==> src/hw/rtl/hsb_to_rgb888_converter_macros.svh <==
// assertion helpers used by the converter rtl
`ifndef HSB_TO_RGB888_CONVERTER_MACROS_SVH
`define HSB_TO_RGB888_CONVERTER_MACROS_SVH

// same-cycle implication, checked out of reset
`define HSB_ASSERT_IMP(label, clk, rst_n, ante, cons, msg) \
  label: assert property (@(posedge clk) disable iff (!rst_n) (ante) |-> (cons)) \
    else $error(msg);

// next-cycle implication, checked out of reset
`define HSB_ASSERT_NXT(label, clk, rst_n, ante, cons, msg) \
  label: assert property (@(posedge clk) disable iff (!rst_n) (ante) |=> (cons)) \
    else $error(msg);

`endif

==> src/hw/rtl/hsb2rgb_pkg.sv <==
package hsb2rgb_pkg;

  // fixed field widths
  localparam int unsigned HUE_W = 12;
  localparam int unsigned SAT_W = 13;
  localparam int unsigned BRI_W = 13;
  localparam int unsigned CH_W  = 8;

  // default fraction bits of the fixed-point format
  localparam int unsigned FRAC_BITS_DEF = 12;

  // hue sector codes
  localparam int unsigned SEC_W = 3;
  localparam logic [SEC_W-1:0] SEC_0 = 3'd0;
  localparam logic [SEC_W-1:0] SEC_1 = 3'd1;
  localparam logic [SEC_W-1:0] SEC_2 = 3'd2;
  localparam logic [SEC_W-1:0] SEC_3 = 3'd3;
  localparam logic [SEC_W-1:0] SEC_4 = 3'd4;
  localparam logic [SEC_W-1:0] SEC_5 = 3'd5;

  // level lanes
  localparam int unsigned NUM_LVL = 4;
  localparam int unsigned LVL_V   = 0;
  localparam int unsigned LVL_P   = 1;
  localparam int unsigned LVL_Q   = 2;
  localparam int unsigned LVL_T   = 3;

endpackage

==> src/hw/rtl/hsb_to_rgb888_converter.sv <==
// hsb to rgb888 conversion, three register stages
// an accepted input word passes through stage one, stage two and the output register in turn
// throughput: one word per cycle while the receiver does not stall
// stalls back up stage by stage; empty stages keep taking words
// reset (rst_ni low, asynchronous) empties all stages
module hsb_to_rgb888_converter #(
  parameter int unsigned FRAC_BITS = hsb2rgb_pkg::FRAC_BITS_DEF
) (
  input  logic                          clk_i,
  input  logic                          rst_ni,
  input  logic                          valid_i,
  output logic                          stall_o,
  input  logic [hsb2rgb_pkg::HUE_W-1:0] hue_i,
  input  logic [hsb2rgb_pkg::SAT_W-1:0] saturation_i,
  input  logic [hsb2rgb_pkg::BRI_W-1:0] brightness_i,
  output logic                          valid_o,
  input  logic                          stall_i,
  output logic [hsb2rgb_pkg::CH_W-1:0]  red_o,
  output logic [hsb2rgb_pkg::CH_W-1:0]  green_o,
  output logic [hsb2rgb_pkg::CH_W-1:0]  blue_o
);
  import hsb2rgb_pkg::*;

`include "hsb_to_rgb888_converter_macros.svh"

  // widths of the fixed-point datapath
  localparam int unsigned LVL_W  = FRAC_BITS + 1;
  localparam int unsigned M_W    = 2 * FRAC_BITS + 1;
  localparam int unsigned P_W    = LVL_W + M_W;
  localparam int unsigned L_W    = P_W + CH_W;
  localparam int unsigned WIDE_W = HUE_W + 3 + FRAC_BITS;

  localparam logic [LVL_W-1:0] ONE  = LVL_W'(1) << FRAC_BITS;
  localparam logic [M_W-1:0]   ONE2 = M_W'(1) << (2 * FRAC_BITS);

  // pipeline control
  logic s1_valid_q, s2_valid_q, out_valid_q;
  logic adv1, adv2, adv3;

  assign adv3    = !out_valid_q || !stall_i;
  assign adv2    = !s2_valid_q || adv3;
  assign adv1    = !s1_valid_q || adv2;
  assign stall_o = !adv1;
  assign valid_o = out_valid_q;

  always_ff @(posedge clk_i or negedge rst_ni) begin
    if (!rst_ni) begin
      s1_valid_q  <= 1'b0;
      s2_valid_q  <= 1'b0;
      out_valid_q <= 1'b0;
    end else begin
      if (adv1) s1_valid_q  <= valid_i;
      if (adv2) s2_valid_q  <= s1_valid_q;
      if (adv3) out_valid_q <= s2_valid_q;
    end
  end

  // stage one: sector, fraction, clamping and the weights
  logic [WIDE_W-1:0]    hs_wide;
  logic [WIDE_W-1:0]    sec_raw;
  logic [FRAC_BITS-1:0] frac;
  logic [LVL_W-1:0]     frac_c, sat_c, bri_c;
  logic [SEC_W-1:0]     s1_sector_d;
  logic [M_W-1:0]       s1_m_d [NUM_LVL];

  always_comb begin
    hs_wide = (WIDE_W'(hue_i) << 2) + (WIDE_W'(hue_i) << 1);
    frac    = hs_wide[FRAC_BITS-1:0];
    sec_raw = hs_wide >> FRAC_BITS;
    s1_sector_d = (sec_raw <= WIDE_W'(SEC_5)) ? sec_raw[SEC_W-1:0] : SEC_0;
    sat_c  = (WIDE_W'(saturation_i) > WIDE_W'(ONE)) ? ONE : LVL_W'(saturation_i);
    bri_c  = (WIDE_W'(brightness_i) > WIDE_W'(ONE)) ? ONE : LVL_W'(brightness_i);
    frac_c = LVL_W'(frac);
    s1_m_d[LVL_V] = ONE2;
    s1_m_d[LVL_P] = M_W'(ONE - sat_c) << FRAC_BITS;
    s1_m_d[LVL_Q] = ONE2 - M_W'(M_W'(frac_c) * M_W'(sat_c));
    s1_m_d[LVL_T] = ONE2 - M_W'(M_W'(ONE - frac_c) * M_W'(sat_c));
  end

  logic [SEC_W-1:0] s1_sector_q;
  logic [LVL_W-1:0] s1_bri_q;
  logic [M_W-1:0]   s1_m_q [NUM_LVL];

  always_ff @(posedge clk_i) begin
    if (adv1) begin
      s1_sector_q <= s1_sector_d;
      s1_bri_q    <= bri_c;
      s1_m_q      <= s1_m_d;
    end
  end

  // stage two: brightness times weight, one multiplier per level
  logic [SEC_W-1:0] s2_sector_q;
  logic [P_W-1:0]   s2_prod_q [NUM_LVL];
  logic [P_W-1:0]   s2_prod_d [NUM_LVL];

  always_comb begin
    for (int i = 0; i < NUM_LVL; i++) begin
      s2_prod_d[i] = P_W'(s1_bri_q) * P_W'(s1_m_q[i]);
    end
  end

  always_ff @(posedge clk_i) begin
    if (adv2) begin
      s2_sector_q <= s1_sector_q;
      s2_prod_q   <= s2_prod_d;
    end
  end

  // stage three: scale by 255, drop the fraction, order the channels
  logic [L_W-1:0]  scaled [NUM_LVL];
  logic [CH_W-1:0] lvl    [NUM_LVL];
  logic [CH_W-1:0] red_d, green_d, blue_d;

  always_comb begin
    for (int i = 0; i < NUM_LVL; i++) begin
      scaled[i] = (L_W'(s2_prod_q[i]) << CH_W) - L_W'(s2_prod_q[i]);
      lvl[i]    = scaled[i][3*FRAC_BITS +: CH_W];
    end
    case (s2_sector_q)
      SEC_1: begin
        red_d = lvl[LVL_Q]; green_d = lvl[LVL_V]; blue_d = lvl[LVL_P];
      end
      SEC_2: begin
        red_d = lvl[LVL_P]; green_d = lvl[LVL_V]; blue_d = lvl[LVL_T];
      end
      SEC_3: begin
        red_d = lvl[LVL_P]; green_d = lvl[LVL_Q]; blue_d = lvl[LVL_V];
      end
      SEC_4: begin
        red_d = lvl[LVL_T]; green_d = lvl[LVL_P]; blue_d = lvl[LVL_V];
      end
      SEC_5: begin
        red_d = lvl[LVL_V]; green_d = lvl[LVL_P]; blue_d = lvl[LVL_Q];
      end
      default: begin
        red_d = lvl[LVL_V]; green_d = lvl[LVL_T]; blue_d = lvl[LVL_P];
      end
    endcase
  end

  logic [CH_W-1:0] red_q, green_q, blue_q;

  always_ff @(posedge clk_i) begin
    if (adv3) begin
      red_q   <= red_d;
      green_q <= green_d;
      blue_q  <= blue_d;
    end
  end

  assign red_o   = red_q;
  assign green_o = green_q;
  assign blue_o  = blue_q;

  // checks on the pipeline control and the level ordering
  `HSB_ASSERT_IMP(a_stall_only_full, clk_i, rst_ni, stall_o, s1_valid_q && s2_valid_q && out_valid_q, "input stalled with a free stage")
  `HSB_ASSERT_NXT(a_accept_lands, clk_i, rst_ni, valid_i && !stall_o, s1_valid_q, "accepted word not in stage one")
  `HSB_ASSERT_NXT(a_s2_moves_out, clk_i, rst_ni, s2_valid_q && !stall_i, out_valid_q, "stage two word lost on its way out")
  `HSB_ASSERT_IMP(a_v_is_max, clk_i, rst_ni, s2_valid_q, (s2_prod_q[LVL_V] >= s2_prod_q[LVL_Q]) && (s2_prod_q[LVL_V] >= s2_prod_q[LVL_T]) && (s2_prod_q[LVL_V] >= s2_prod_q[LVL_P]), "brightness level below another level")

endmodule

==> config.mk <==
export PLATFORM = sky130hd
export DESIGN_NAME = hsb_to_rgb888_converter
export DESIGN_NICKNAME = d
export VERILOG_FILES = /design/src/hw/rtl/hsb2rgb_pkg.sv /design/src/hw/rtl/hsb_to_rgb888_converter.sv
export VERILOG_INCLUDE_DIRS = /design/src /design/src/hw/rtl
export SDC_FILE = /design/constraint.sdc
export NUM_CORES = 2
export LEC_CHECK = 0
export BUFFER_PORTS_ARGS = -buffer_cell sky130_fd_sc_hd__buf_4
export CAP_MARGIN = 40
export CORE_AREA = 3 3 300 272
export CTS_CLUSTER_DIAMETER = 30
export CTS_CLUSTER_SIZE = 10
export DETAILED_ROUTE_END_ITERATION = 10
export DIE_AREA = 0 0 303 275
export PLACE_DENSITY = 0.77
export SYNTH_ARGS = -nofsm -noshare
export SYNTH_HDL_FRONTEND = slang
export SYNTH_SLANG_ARGS = --single-unit
==> constraint.sdc <==
create_clock -name clk_i -period 5.4 [get_ports clk_i]
set_input_delay 1.08 -clock clk_i [delete_from_list [all_inputs] [get_ports clk_i]]
set_output_delay 1.08 -clock clk_i [all_outputs]
set_load 0.05 [all_outputs]
==> results_dict.tcl <==
set metrics [dict create \
    drtIter0Drc 3600 \
    ys.flop_type "edfxtp_1" \
    synth_edf_count 215 \
    io_pins 68 \
    finalSetupViolations 89 \
    slew_headroom_pct 37.2 \
    max_stage_delay_ns 0.55 \
    layout_commonest_cell "inv_1" \
    fin_tns_setup_ns -75.82 \
    mostFrequentLayoutCells "1010 x inv_1, 763 x fa_1, 670 x buf_4" \
    cts_tree "yes" \
    synth-seq-cells 218 \
    overflow 0 \
    tightest_slew_ns 0.942 \
    cts.sinks 218 \
    worstSetupPathType "in2reg" \
    crit_start "hue_i[0]" \
    slowest_stage "fa_1" \
    core_um2 79100 \
    dr_wl_met3_mm 15.7 \
    die_height_um 275 \
    post-route-period-util_pct 150 \
    ant_nets 0 \
    status "complete, but fails checks" \
    vias 40300 \
    postSynthNetCount 6514 \
    cp-end-kind "flip-flop" \
    maxSlewViolCount 0 \
    setup_slack_ns -2.70 \
    endpoint "s1_m_q[23]" \
    synth_top_area_share_pct 35.1 \
    grt.total_usage_pct 32.7 \
    clk_root_buffer_cell "clkbuf_16" \
    synth_area_leaders "fa_1 35%, edfxtp_1 14%, ha_1 13%, inv_1 8.4%, nand2_1 5.1%" \
    muxShareOfSynthArea_pct 0.0638 \
    syn_avg_cell_area_um2 9.15 \
    wirelength_mm 149 \
    synthDistinctLibCells 103 \
    cts_hold_buf 0 \
    cts_buffers 52 \
    htree_levels 2 \
    die_area_um2 83300 \
    max_cap_viol_count 0 \
    cpMostUsedCell "fa_1" \
    drcViolationCount 0 \
    final_nets 7175 \
    synthArstFlopShare_pct 1.38 \
    cts.path.max_buffers 3 \
    path_clk_slew_ns 0.05 \
    synth_top_family_by_area "adder cells" \
    violations "negative setup slack" \
    rows 98 \
    grt_pass1_wl_mm 214 \
    r2r_cells 22 \
    highest-signal-layer "met5" \
    cp-start-kind "input port" \
    synth_top_area_cell "fa_1" \
    wl_met2_mm 69.3 \
    start_util_pct 59.5 \
    antenna_found_initial 4 \
    gp_congestion 0.937 \
    syn_to_final_growth_pct 25.5 \
    hold_violations 0 \
    cp.required_ns 5.74 \
    critPathMaxFanout 3 \
    synth_simple_gate_area_share_pct 16.0 \
    period_minus_slack_ns 8.10 \
    dr.pass1.iters 6 \
    timing.fmax_mhz 123 \
    rsz0062_at_grt "true" \
    grt_pass1_vias 41400 \
    yosysSeqAreaShare_pct 13.9 \
    port_buffers 67 \
    reg2reg_slack_ns -0.95 \
    dp_hpwl_mm 100 \
    syn_area_um2 47100 \
    arrival_ns 8.44 \
    grt_max_degree 64 \
    syn_inst 5143 \
    synthXorXnorAreaFrac_pct 3.29 \
    worstReg2RegStart "s1_bri_q[6]" \
    die_x_um 303 \
    hp-class "in2async" \
    synth_compound_area_share_pct 8.27 \
    final_util_pct 74.7 \
    r2r-end "s2_prod_q[74]" \
    drive_gt1_share_pct 23.4 \
    synthAdderAreaFrac_pct 48.5 \
    viasPerCell 5.84 \
    wl_per_cell_um 21.6 \
    wl_met1_mm 54.0 \
    ys_warn_count 0 \
    place_ws_ns -3.34 \
    finalClockSkew_ns 0.0673 \
    clock_latency_ns 0.64 \
]
==> area by class of cell <==
cell class,instances,area [um^2]
tap,1050,1310
sequential,218,6530
fill,4952,20000
timing repair buffer,808,7390
multi-input combinational,3672,38100
clock inverter,43,450
antenna,2,5.00
clock buffer,54,1310
inverter,1052,3950
==> registers in the layout, indices dropped and copies added, names as in the netlist <==
name and flops:
s2_prod_q 112, s1_bri_q 13, s2_valid_q 1, s1_m_q 60
s1_sector_q 3, s2_sector_q 3, valid_o 1, s1_valid_q 1
green_o 8, red_o 8, blue_o 8
==> repair_timing <==
item | 4_1_cts | 5_1_grt
pin swaps | 191 | 222
endpoints found under the setup margin | 76 | 89
buffers inserted | 76 | 63
gates resized for setup | 302 | 263
cloned | 14 | 7
==> worst min path at each step <==
stage                   start              to  slack [ns]  depth (start not counted)
3_3_place_gp       s1_valid_q      s2_valid_q        0.46                          1
5_1_grt                rst_ni      s1_valid_q        0.23                          1
4_1_cts                rst_ni      s1_valid_q        0.22                          1
6_report               rst_ni      s1_valid_q        0.25                          1
2_1_floorplan  s1_sector_q[0]  s2_sector_q[0]        0.40                          0
3_5_place_dp       s1_valid_q      s2_valid_q        0.45                          1
==> cells by family after synthesis <==
| family | after synthesis |
|---|---|
| DFF | 218 |
| adders and majority gates | 1329 |
| xor gates and xnor gates | 172 |
| buffers and inverters | 1253 |
| muxes | 3 |
| and+or+nand+nor | 1595 |
| AOI/OAI and AO/OA | 573 |
==> cells in the mapped netlist (73+ instances only) <==
master	number
edfxtp_1	215
a21o_1	73
clkbuf_1	193
inv_1	1052
nor2_1	346
o21ai_0	100
nand2_1	641
a21oi_1	151
and2_1	323
ha_1	505
xnor2_1	122
fa_1	824
==> per-stage QoR <==
| step | std cells | cell area (um^2) | hold WS, ns |
|---|---|---|---|
| floorplan | 5143 | 47400 | 0.400 |
| global placement | 6659 | 53300 | 0.456 |
| detailed placement | 6662 | 53300 | 0.454 |
| CTS | 6841 | 57500 | 0.222 |
| global route | 6897 | 59000 | 0.230 |
| finish | 6899 | 59100 | 0.245 |
==> routing by layer <==
metal | vias to the layer above | GRT usage (%)
met5 | - | 0
met4 | 2 | 13.4
met3 | 721 | 6.53
met2 | 2303 | 54.3
met1 | 19900 | 42.0
li1 | 17400 | -
==> critical path, delay by kind of cell <==
kind / cells / cell delay (ns)
compound gates: 7 / 1.41
xor+xnor: 2 / 0.48
fa+ha+maj: 9 / 3.67
buf+inv: 9 / 0.62
simple gates: 8 / 1.15
Power is left out: the tool's default activity adds up to more than one toggle a clock period on the data nets, which glitch-free logic cannot reach.
